## config.mk

```make
export PLATFORM = sky130hd
export DESIGN_NAME = hsv_to_rgb_converter
export DESIGN_NICKNAME = d
export VERILOG_FILES = /design/src/sv/hsv2rgb_pkg.sv /design/src/sv/hsv_to_rgb_converter.sv /design/src/sv/hsv2rgb_sector.sv /design/src/sv/hsv2rgb_scale.sv /design/src/sv/hsv2rgb_div.sv
export SDC_FILE = /design/constraint.sdc
export NUM_CORES = 2
export LEC_CHECK = 0
export BUFFER_PORTS_ARGS = -buffer_cell sky130_fd_sc_hd__buf_2
export CORE_ASPECT_RATIO = 1.75
export CORE_UTILIZATION = 53
export CTS_BUF_LIST = sky130_fd_sc_hd__clkbuf_4
export DETAILED_ROUTE_END_ITERATION = 8
export GPL_ROUTABILITY_DRIVEN = 0
export PLACE_DENSITY = 0.72
export REMOVE_ABC_BUFFERS = 1
export SLEW_MARGIN = 15
export SYNTH_ARGS = -nofsm -noshare
export SYNTH_HDL_FRONTEND = slang
export SYNTH_SLANG_ARGS = --single-unit
```

## constraint.sdc

```tcl
create_clock -name i_clk -period 5.5 [get_ports i_clk]
set_input_delay 0.55 -clock i_clk [delete_from_list [all_inputs] [get_ports i_clk]]
set_output_delay 0.55 -clock i_clk [all_outputs]
set_load 0.03 [all_outputs]
```

## src/sv/hsv2rgb_pkg.sv

```systemverilog
// ----------------------------------------------------------------------------
// hsv2rgb_pkg
// shared widths, fixed-point constants and stage types of the hsv to rgb path
// ----------------------------------------------------------------------------
package hsv2rgb_pkg;

    localparam int HUE_W      = 16;
    localparam int CH_W       = 8;
    localparam int FRAC_W     = 10;
    localparam int IDX_W      = 7;
    localparam int QT_W       = 18;
    localparam int YQT_W      = 26;
    localparam int YP_W       = 16;
    localparam int ZQT_W      = 20;
    localparam int S_TDATA_W  = 32;
    localparam int M_TDATA_W  = 24;
    localparam int NUM_STAGES = 6;

    localparam int HUE_SECTOR = 960;
    localparam int SECTORS    = 6;
    localparam int FULL_SCALE = 255;
    localparam int QT_SCALE   = 244800;
    localparam int QT_DIV     = 3825;     // 244800 / 64
    localparam int RECIP_15   = 2185;     // ceil(2^15 / 15)
    localparam int RECIP_6    = 43;       // ceil(2^8 / 6)
    localparam int RECIP_3825 = 274;      // floor(2^20 / 3825)
    localparam int RECIP_255  = 257;      // floor(2^16 / 255)

    typedef enum logic [2:0] {
        SEC_RED_YEL = 3'd0,
        SEC_YEL_GRN = 3'd1,
        SEC_GRN_CYN = 3'd2,
        SEC_CYN_BLU = 3'd3,
        SEC_BLU_MAG = 3'd4,
        SEC_MAG_RED = 3'd5
    } t_sector;

    typedef struct packed {
        logic en_a;
        logic en_b;
    } t_stage_en;

    typedef struct packed {
        t_sector             sector;
        logic [FRAC_W-1:0]   frac;
        logic [CH_W-1:0]     sat;
        logic [CH_W-1:0]     val;
    } t_sec_data;

    typedef struct packed {
        t_sector             sector;
        logic [CH_W-1:0]     val;
        logic [YQT_W-1:0]    yq;
        logic [YQT_W-1:0]    yt;
        logic [YP_W-1:0]     yp;
    } t_prod_data;

endpackage

```

## src/sv/hsv_to_rgb_converter.sv

```systemverilog
// throughput: one pixel per clock while the sink is ready; six register stages, the last is the output register
// each stage holds while full and blocked, so bubbles are squeezed out under backpressure
// reset: synchronous, active low, clears the stage valid bits only
// ----------------------------------------------------------------------------
// hsv_to_rgb_converter
// streaming hsv to rgb color conversion in fixed point, hue in 1/16 degree
// ----------------------------------------------------------------------------
module hsv_to_rgb_converter (
    input  logic                                  i_clk,
    input  logic                                  i_rst_n,
    input  logic                                  i_s_axis_tvalid,
    output logic                                  o_s_axis_tready,
    // hue [15:0], saturation [23:16], brightness_value [31:24]
    input  logic [hsv2rgb_pkg::S_TDATA_W-1:0]     i_s_axis_tdata,
    output logic                                  o_m_axis_tvalid,
    input  logic                                  i_m_axis_tready,
    // red [7:0], green [15:8], blue [23:16]
    output logic [hsv2rgb_pkg::M_TDATA_W-1:0]     o_m_axis_tdata
);
    import hsv2rgb_pkg::*;

    localparam int LAST = NUM_STAGES - 1;

    logic [NUM_STAGES-1:0] r_vld;
    logic [NUM_STAGES-1:0] n_vld;
    logic [NUM_STAGES-1:0] w_en;

    t_stage_en  w_en_sec;
    t_stage_en  w_en_scl;
    t_stage_en  w_en_div;
    t_sec_data  w_sec;
    t_prod_data w_prod;

    // a stage loads when empty or when the stage after it moves
    always_comb begin
        w_en[LAST] = !r_vld[LAST] || i_m_axis_tready;
        for (int i = LAST - 1; i >= 0; i--) begin
            w_en[i] = !r_vld[i] || w_en[i+1];
        end
        n_vld[0] = w_en[0] ? i_s_axis_tvalid : r_vld[0];
        for (int i = 1; i < NUM_STAGES; i++) begin
            n_vld[i] = w_en[i] ? r_vld[i-1] : r_vld[i];
        end
    end

    always_ff @(posedge i_clk) begin
        if (!i_rst_n) begin
            r_vld <= '0;
        end else begin
            r_vld <= n_vld;
        end
    end

    assign w_en_sec = '{en_a: w_en[0], en_b: w_en[1]};
    assign w_en_scl = '{en_a: w_en[2], en_b: w_en[3]};
    assign w_en_div = '{en_a: w_en[4], en_b: w_en[5]};

    hsv2rgb_sector u_sector (
        .i_clk  (i_clk),
        .i_en   (w_en_sec),
        .i_hue  (i_s_axis_tdata[HUE_W-1:0]),
        .i_sat  (i_s_axis_tdata[HUE_W+CH_W-1:HUE_W]),
        .i_val  (i_s_axis_tdata[HUE_W+2*CH_W-1:HUE_W+CH_W]),
        .o_data (w_sec)
    );

    hsv2rgb_scale u_scale (
        .i_clk  (i_clk),
        .i_en   (w_en_scl),
        .i_data (w_sec),
        .o_data (w_prod)
    );

    hsv2rgb_div u_div (
        .i_clk  (i_clk),
        .i_en   (w_en_div),
        .i_data (w_prod),
        .o_rgb  (o_m_axis_tdata)
    );

    assign o_s_axis_tready = w_en[0];
    assign o_m_axis_tvalid = r_vld[LAST];

endmodule

```

## src/sv/hsv2rgb_sector.sv

```systemverilog
// ----------------------------------------------------------------------------
// hsv2rgb_sector
// splits the hue into a 60 degree sector and the fraction inside it
// ----------------------------------------------------------------------------
module hsv2rgb_sector (
    input  logic                                i_clk,
    input  hsv2rgb_pkg::t_stage_en              i_en,
    input  logic [hsv2rgb_pkg::HUE_W-1:0]       i_hue,
    input  logic [hsv2rgb_pkg::CH_W-1:0]        i_sat,
    input  logic [hsv2rgb_pkg::CH_W-1:0]        i_val,
    output hsv2rgb_pkg::t_sec_data              o_data
);
    import hsv2rgb_pkg::*;

    logic [HUE_W-1:0]  r_hue;
    logic [CH_W-1:0]   r_sat;
    logic [CH_W-1:0]   r_val;
    logic [IDX_W-1:0]  r_idx;
    t_sec_data         r_data;
    t_sec_data         n_data;

    logic [21:0]       w_recip;
    logic [HUE_W-1:0]  w_base;
    logic [HUE_W-1:0]  w_frac_full;
    logic [11:0]       w_six;
    logic [IDX_W-1:0]  w_sec_full;

    // global sector index = floor(hue / 960) = floor((hue >> 6) / 15), 0..68
    assign w_recip = 22'(i_hue[HUE_W-1:6]) * 22'(RECIP_15);

    always_ff @(posedge i_clk) begin
        if (i_en.en_a) begin
            r_hue <= i_hue;
            r_sat <= i_sat;
            r_val <= i_val;
            r_idx <= w_recip[21:15];
        end
    end

    // the fraction is the same before and after the wrap to one turn
    always_comb begin
        w_base        = HUE_W'(r_idx) * HUE_W'(HUE_SECTOR);
        w_frac_full   = r_hue - w_base;
        w_six         = 12'(r_idx) * 12'(RECIP_6);
        w_sec_full    = r_idx - IDX_W'(w_six[11:8]) * IDX_W'(SECTORS);
        n_data.sector = t_sector'(w_sec_full[2:0]);
        n_data.frac   = w_frac_full[FRAC_W-1:0];
        n_data.sat    = r_sat;
        n_data.val    = r_val;
    end

    always_ff @(posedge i_clk) begin
        if (i_en.en_b) begin
            r_data <= n_data;
        end
    end

    assign o_data = r_data;

endmodule

```

## src/sv/hsv2rgb_scale.sv

```systemverilog
// ----------------------------------------------------------------------------
// hsv2rgb_scale
// forms the p, q and t numerators and scales them by the value
// ----------------------------------------------------------------------------
module hsv2rgb_scale (
    input  logic                     i_clk,
    input  hsv2rgb_pkg::t_stage_en   i_en,
    input  hsv2rgb_pkg::t_sec_data   i_data,
    output hsv2rgb_pkg::t_prod_data  o_data
);
    import hsv2rgb_pkg::*;

    logic [FRAC_W-1:0] w_rfrac;
    logic [QT_W-1:0]   w_sf;
    logic [QT_W-1:0]   w_sg;

    logic [QT_W-1:0]   r_nq;
    logic [QT_W-1:0]   r_nt;
    logic [CH_W-1:0]   r_np;
    logic [CH_W-1:0]   r_val;
    t_sector           r_sector;

    t_prod_data        r_data;
    t_prod_data        n_data;

    always_comb begin
        w_rfrac = FRAC_W'(HUE_SECTOR) - i_data.frac;
        w_sf    = QT_W'(i_data.sat) * QT_W'(i_data.frac);
        w_sg    = QT_W'(i_data.sat) * QT_W'(w_rfrac);
    end

    always_ff @(posedge i_clk) begin
        if (i_en.en_a) begin
            r_nq     <= QT_W'(QT_SCALE) - w_sf;
            r_nt     <= QT_W'(QT_SCALE) - w_sg;
            r_np     <= CH_W'(FULL_SCALE) - i_data.sat;
            r_val    <= i_data.val;
            r_sector <= i_data.sector;
        end
    end

    always_comb begin
        n_data.sector = r_sector;
        n_data.val    = r_val;
        n_data.yq     = YQT_W'(r_val) * YQT_W'(r_nq);
        n_data.yt     = YQT_W'(r_val) * YQT_W'(r_nt);
        n_data.yp     = YP_W'(r_val) * YP_W'(r_np);
    end

    always_ff @(posedge i_clk) begin
        if (i_en.en_b) begin
            r_data <= n_data;
        end
    end

    assign o_data = r_data;

endmodule

```

## src/sv/hsv2rgb_div.sv

```systemverilog
// ----------------------------------------------------------------------------
// hsv2rgb_div
// constant divisions by reciprocal with one correction step, then the
// sector mux into the output register
// ----------------------------------------------------------------------------
module hsv2rgb_div (
    input  logic                                 i_clk,
    input  hsv2rgb_pkg::t_stage_en               i_en,
    input  hsv2rgb_pkg::t_prod_data              i_data,
    output logic [hsv2rgb_pkg::M_TDATA_W-1:0]    o_rgb
);
    import hsv2rgb_pkg::*;

    logic [ZQT_W-1:0]  w_zq;
    logic [ZQT_W-1:0]  w_zt;
    logic [28:0]       w_mq;
    logic [28:0]       w_mt;
    logic [23:0]       w_mp;

    logic [ZQT_W-1:0]  r_zq;
    logic [ZQT_W-1:0]  r_zt;
    logic [YP_W-1:0]   r_yp;
    logic [CH_W-1:0]   r_qq;
    logic [CH_W-1:0]   r_qt;
    logic [CH_W-1:0]   r_qp;
    logic [CH_W-1:0]   r_val;
    t_sector           r_sector;

    logic [ZQT_W-1:0]  w_rem_q;
    logic [ZQT_W-1:0]  w_rem_t;
    logic [YP_W-1:0]   w_rem_p;
    logic [CH_W-1:0]   w_q;
    logic [CH_W-1:0]   w_t;
    logic [CH_W-1:0]   w_p;

    logic [M_TDATA_W-1:0] r_rgb;
    logic [M_TDATA_W-1:0] n_rgb;

    // 244800 = 64 * 3825: drop six bits exactly, then divide by 3825
    always_comb begin
        w_zq = i_data.yq[YQT_W-1:6];
        w_zt = i_data.yt[YQT_W-1:6];
        w_mq = 29'(w_zq) * 29'(RECIP_3825);
        w_mt = 29'(w_zt) * 29'(RECIP_3825);
        w_mp = 24'(i_data.yp) * 24'(RECIP_255);
    end

    // estimates are exact or one low
    always_ff @(posedge i_clk) begin
        if (i_en.en_a) begin
            r_zq     <= w_zq;
            r_zt     <= w_zt;
            r_yp     <= i_data.yp;
            r_qq     <= w_mq[27:20];
            r_qt     <= w_mt[27:20];
            r_qp     <= w_mp[23:16];
            r_val    <= i_data.val;
            r_sector <= i_data.sector;
        end
    end

    always_comb begin
        w_rem_q = r_zq - ZQT_W'(r_qq) * ZQT_W'(QT_DIV);
        w_rem_t = r_zt - ZQT_W'(r_qt) * ZQT_W'(QT_DIV);
        w_rem_p = r_yp - YP_W'(r_qp) * YP_W'(FULL_SCALE);
        w_q     = (w_rem_q >= ZQT_W'(QT_DIV))    ? r_qq + CH_W'(1) : r_qq;
        w_t     = (w_rem_t >= ZQT_W'(QT_DIV))    ? r_qt + CH_W'(1) : r_qt;
        w_p     = (w_rem_p >= YP_W'(FULL_SCALE)) ? r_qp + CH_W'(1) : r_qp;
        // packed blue, green, red from the top bits down
        case (r_sector)
            SEC_RED_YEL: n_rgb = {w_p,   w_t,   r_val};
            SEC_YEL_GRN: n_rgb = {w_p,   r_val, w_q};
            SEC_GRN_CYN: n_rgb = {w_t,   r_val, w_p};
            SEC_CYN_BLU: n_rgb = {r_val, w_q,   w_p};
            SEC_BLU_MAG: n_rgb = {r_val, w_p,   w_t};
            default:     n_rgb = {w_q,   w_p,   r_val};
        endcase
    end

    always_ff @(posedge i_clk) begin
        if (i_en.en_b) begin
            r_rgb <= n_rgb;
        end
    end

    assign o_rgb = r_rgb;

endmodule

```

==> impl_metrics.json <==
{
  "drc": 0,
  "finalSetupViolCount": 19,
  "r2r_start": "u_div.r_zq[10]",
  "cts.sinks": 304,
  "hold_viol": 0,
  "cp_data_required_time_ps": 6170,
  "maxCapViolations": 0,
  "core_area_um2": 73100,
  "reg2reg_to": "u_div.o_rgb[4]",
  "antenna_found_initial": 2,
  "post-place-ws_ps": -376,
  "drtIter0Drc": 980,
  "worstMarginPinSlew_ps": 1170,
  "status": "finished with violations",
  "io_pins": 62,
  "routed_wl_mm": 87.2,
  "setup_ws_ps": -154,
  "grt_max_degree": 92,
  "violations": "setup timing",
  "grt_pass1_vias": 30700,
  "place_area_um2": 42900,
  "min_from": "i_m_axis_tready",
  "whs_path_depth": 4,
  "critPathCaptureType": "register",
  "cts_tree": "yes",
  "die_area_um2": 75200,
  "clk_pin_slew_ps": 70,
  "worstPathMaxFanout": 4,
  "slew_headroom_pct": 21.8,
  "slew_viol_final": 0,
  "min_to": "r_vld[4]",
  "cts.path.max_buffers": 3,
  "synthFlopType": "edfxtp_1",
  "rows": 131,
  "seq_area_frac_synth_pct": 23.1,
  "vias_per_cell": 5.31,
  "final_antenna_net_count": 0,
  "path_cells": "fa_1 -> inv_1 -> fa_1 -> inv_2 -> fa_1 -> inv_1 -> fa_1 -> inv_2 -> ha_4 -> buf_4 -> a21oi_2 -> a21boi_0 -> a211o_1 -> nor2_2 -> nor3_1 -> or4_4 -> nor4_4 -> buf_6 -> buf_8 -> a21oi_4 -> xnor2_1 -> buf_4 -> nand2_2 -> o2bb2ai_2",
  "synth_edf_count": 298,
  "cts-root-buf": "clkbuf_4",
  "grt-ovfl-total": 0,
  "timing.final.crit_share_pct": 103,
  "grt_use_total_pct": 23.4,
  "htreeDepth": 3,
  "stdcell_area_um2": 46700,
  "drive_gt1_share_pct": 19.5,
  "syn_avg_cell_area_um2": 10.0,
  "clk_latency_ps": 950,
  "grt_first_pass_wirelength_mm": 141,
  "synthArstFlopShare_pct": 0,
  "first_pass_iters": 5,
  "fin_nets": 5533,
  "hold_path_class": "in -> reg",
  "numCtsBuffers": 75,
  "start_util_pct": 53.7,
  "ys_warn_count": 0,
  "syn_area_um2": 39300,
  "cp_slowest_cell": "fa_1",
  "rr_worst_depth": 24,
  "regToRegSetupSlack_ps": -150,
  "fmax_mhz": 177,
  "synth_seq_cells": 304,
  "vias": 28700,
  "die_y_um": 362,
  "hpwl_mm": 70.1,
  "fin_skew_ps": 78.4,
  "startpoint_type": "register",
  "routedWlPerCell_um": 16.2,
  "die_x_um": 208,
  "cp_common_cell": "fa_1",
  "ys_types": 84,
  "crit_type": "reg -> reg",
  "syn2layout_area_growth_pct": 19.0,
  "max_stage_delay_ps": 550,
  "rsz0062_at_grt": "yes",
  "fin_crit_ps": 5650,
  "postSynthCellCount": 3915,
  "placement.io_buffers": 61,
  "worstPathArrival_ps": 6320
}
-- per-stage QoR --
| stage | cells | utilization (%) | hold WS, ps | setup TNS [ps] |
|---|---|---|---|---|
| global placement | 5144 | 58.7 | 402 | -5640 |
| CTS | 5348 | 61.9 | 27.4 | -663 |
| finish | 5398 | 63.9 | 122 | -1310 |
| floorplan | 3836 | - | 400 | -6350 |
| detailed placement | 5144 | 58.7 | 405 | -8140 |
| global route | 5397 | 63.9 | 67.0 | -6420 |
-- critical path, delay by kind of cell (launching register included) --
kind	cells	cell delay (ps)
adders and majority gates	5	2210
DFF	1	410
xor gates and xnor gates	1	150
and+or+nand+nor	5	1080
AOI/OAI and AO/OA	5	770
buffers and inverters	8	810
-- cells by family (layout without fill, tap and decap cells) --
group | count (synthesis) | in the layout | share of synthesized area, %
adder cells (fa/ha/maj) | 1093 | 1093 | 44.1
buffers and inverters | 974 | 1520 | 9.31
AND/OR/NAND/NOR | 936 | 936 | 11.9
AO/OA/AOI/OAI | 424 | 424 | 7.33
flip-flops | 304 | 304 | 23.1
XOR/XNOR | 164 | 164 | 3.66
multiplexers | 20 | 20 | 0.532
other | 0 | 6 | 0
-- cell usage after synthesis, types with 15 or more instances --
cell type | number | area share [%]
inv_1 | 893 | 8.5
ha_1 | 606 | 19
fa_1 | 487 | 25
nand2_1 | 339 | 3.2
edfxtp_1 | 298 | 23
and2_1 | 249 | 4.0
nor2_1 | 125 | 1.2
xnor2_1 | 118 | 2.6
a21oi_1 | 96 | 1.2
clkbuf_1 | 75 | 0.72
o21ai_0 | 67 | 0.85
xor2_1 | 46 | 1.0
nand3_1 | 43 | 0.55
a21o_1 | 42 | 0.80
nor3_1 | 40 | 0.51
o21a_1 | 34 | 0.65
nor2b_1 | 24 | 0.38
o211ai_1 | 24 | 0.46
nand2b_1 | 19 | 0.30
or3_1 | 18 | 0.29
a31oi_1 | 17 | 0.27
nand4_1 | 17 | 0.27
a211oi_1 | 15 | 0.29
and3_1 | 15 | 0.24
-- flip-flops by register name (all words and copies together) (netlist names), 10 cells and up --
name and flops:
u_scale.r_nq 17, u_div.o_rgb 24, u_scale.r_nt 18, u_scale.o_data 67, u_sector.o_data 29, u_div.r_yp 16, u_div.r_zt 20, u_div.r_zq 20
u_sector.r_hue 10
-- how the worst max path moves through the flow --
stage	endpoint	slack [ps]	start	cells past startpoint
after floorplan	u_div.o_rgb[7]	-360	u_div.r_qq[0]	21
after CTS	u_div.o_rgb[4]	-80	u_div.r_qq[6]	23
final	u_div.o_rgb[4]	-150	u_div.r_zq[10]	24
after detailed placement	u_div.o_rgb[19]	-380	u_div.r_qp[4]	20
after global placement	u_div.o_rgb[10]	-290	u_div.r_qq[0]	22
after global routing	u_div.o_rgb[1]	-340	u_div.r_qp[6]	20
-- timing repair --
item,in CTS,in global routing
pin swaps,97,227
setup buffers,41,50
gates resized for setup,142,242
hold endpoints to repair,32,0
gates cloned,1,0
hold buffers,30,0
setup endpoints to repair,34,42
-- cell type report --
| cell class | instances | area (µm²) |
|---|---|---|
| multi-input combinational | 2637 | 28100 |
| inverter | 895 | 3360 |
| clock inverter | 39 | 384 |
| tap | 931 | 1160 |
| antenna | 6 | 15.0 |
| sequential | 304 | 9070 |
| fill | 5671 | 26400 |
| timing repair buffer | 491 | 3890 |
| clock buffer | 95 | 713 |
-- per-layer routing --
layer | GRT usage (%) | vias to the layer above | wire length (µm)
li1 | - | 13700 | -
met1 | 22.6 | 14100 | 30300
met2 | 47.4 | 638 | 49600
met3 | 2.74 | 265 | 2600
met4 | 12.5 | 0 | 4720
met5 | 0 | - | 0
-- placed cells by master, fill, tap and decap left out, types with 12 or more instances in the layout --
cell | synthesis | layout
nor2_1 | 125 | 116
fa_2 | 0 | 18
clkbuf_4 | 0 | 95
and3_1 | 15 | 13
xnor2_2 | 0 | 13
or3_1 | 18 | 18
nand4_1 | 17 | 17
nand2b_1 | 19 | 19
nand2_1 | 339 | 331
ha_4 | 0 | 42
buf_6 | 0 | 30
edfxtp_1 | 298 | 298
nand3_1 | 43 | 36
ha_1 | 606 | 555
o211ai_1 | 24 | 24
buf_2 | 0 | 61
inv_1 | 893 | 841
o21ai_0 | 67 | 49
o21a_1 | 34 | 34
o21ai_1 | 4 | 12
xnor2_1 | 118 | 102
a21oi_1 | 96 | 71
xor2_1 | 46 | 41
buf_4 | 0 | 356
a21o_1 | 42 | 42
and2_1 | 249 | 239
a21oi_2 | 0 | 20
dlygate4sd3_1 | 0 | 30
nor2b_1 | 24 | 22
nor3_1 | 40 | 34
clkinv_1 | 2 | 23
fa_1 | 487 | 469
inv_2 | 0 | 50
a31oi_1 | 17 | 15
Power is not shown: default switching activity piles up to over one toggle a cycle in this logic, so the estimate is an artifact.
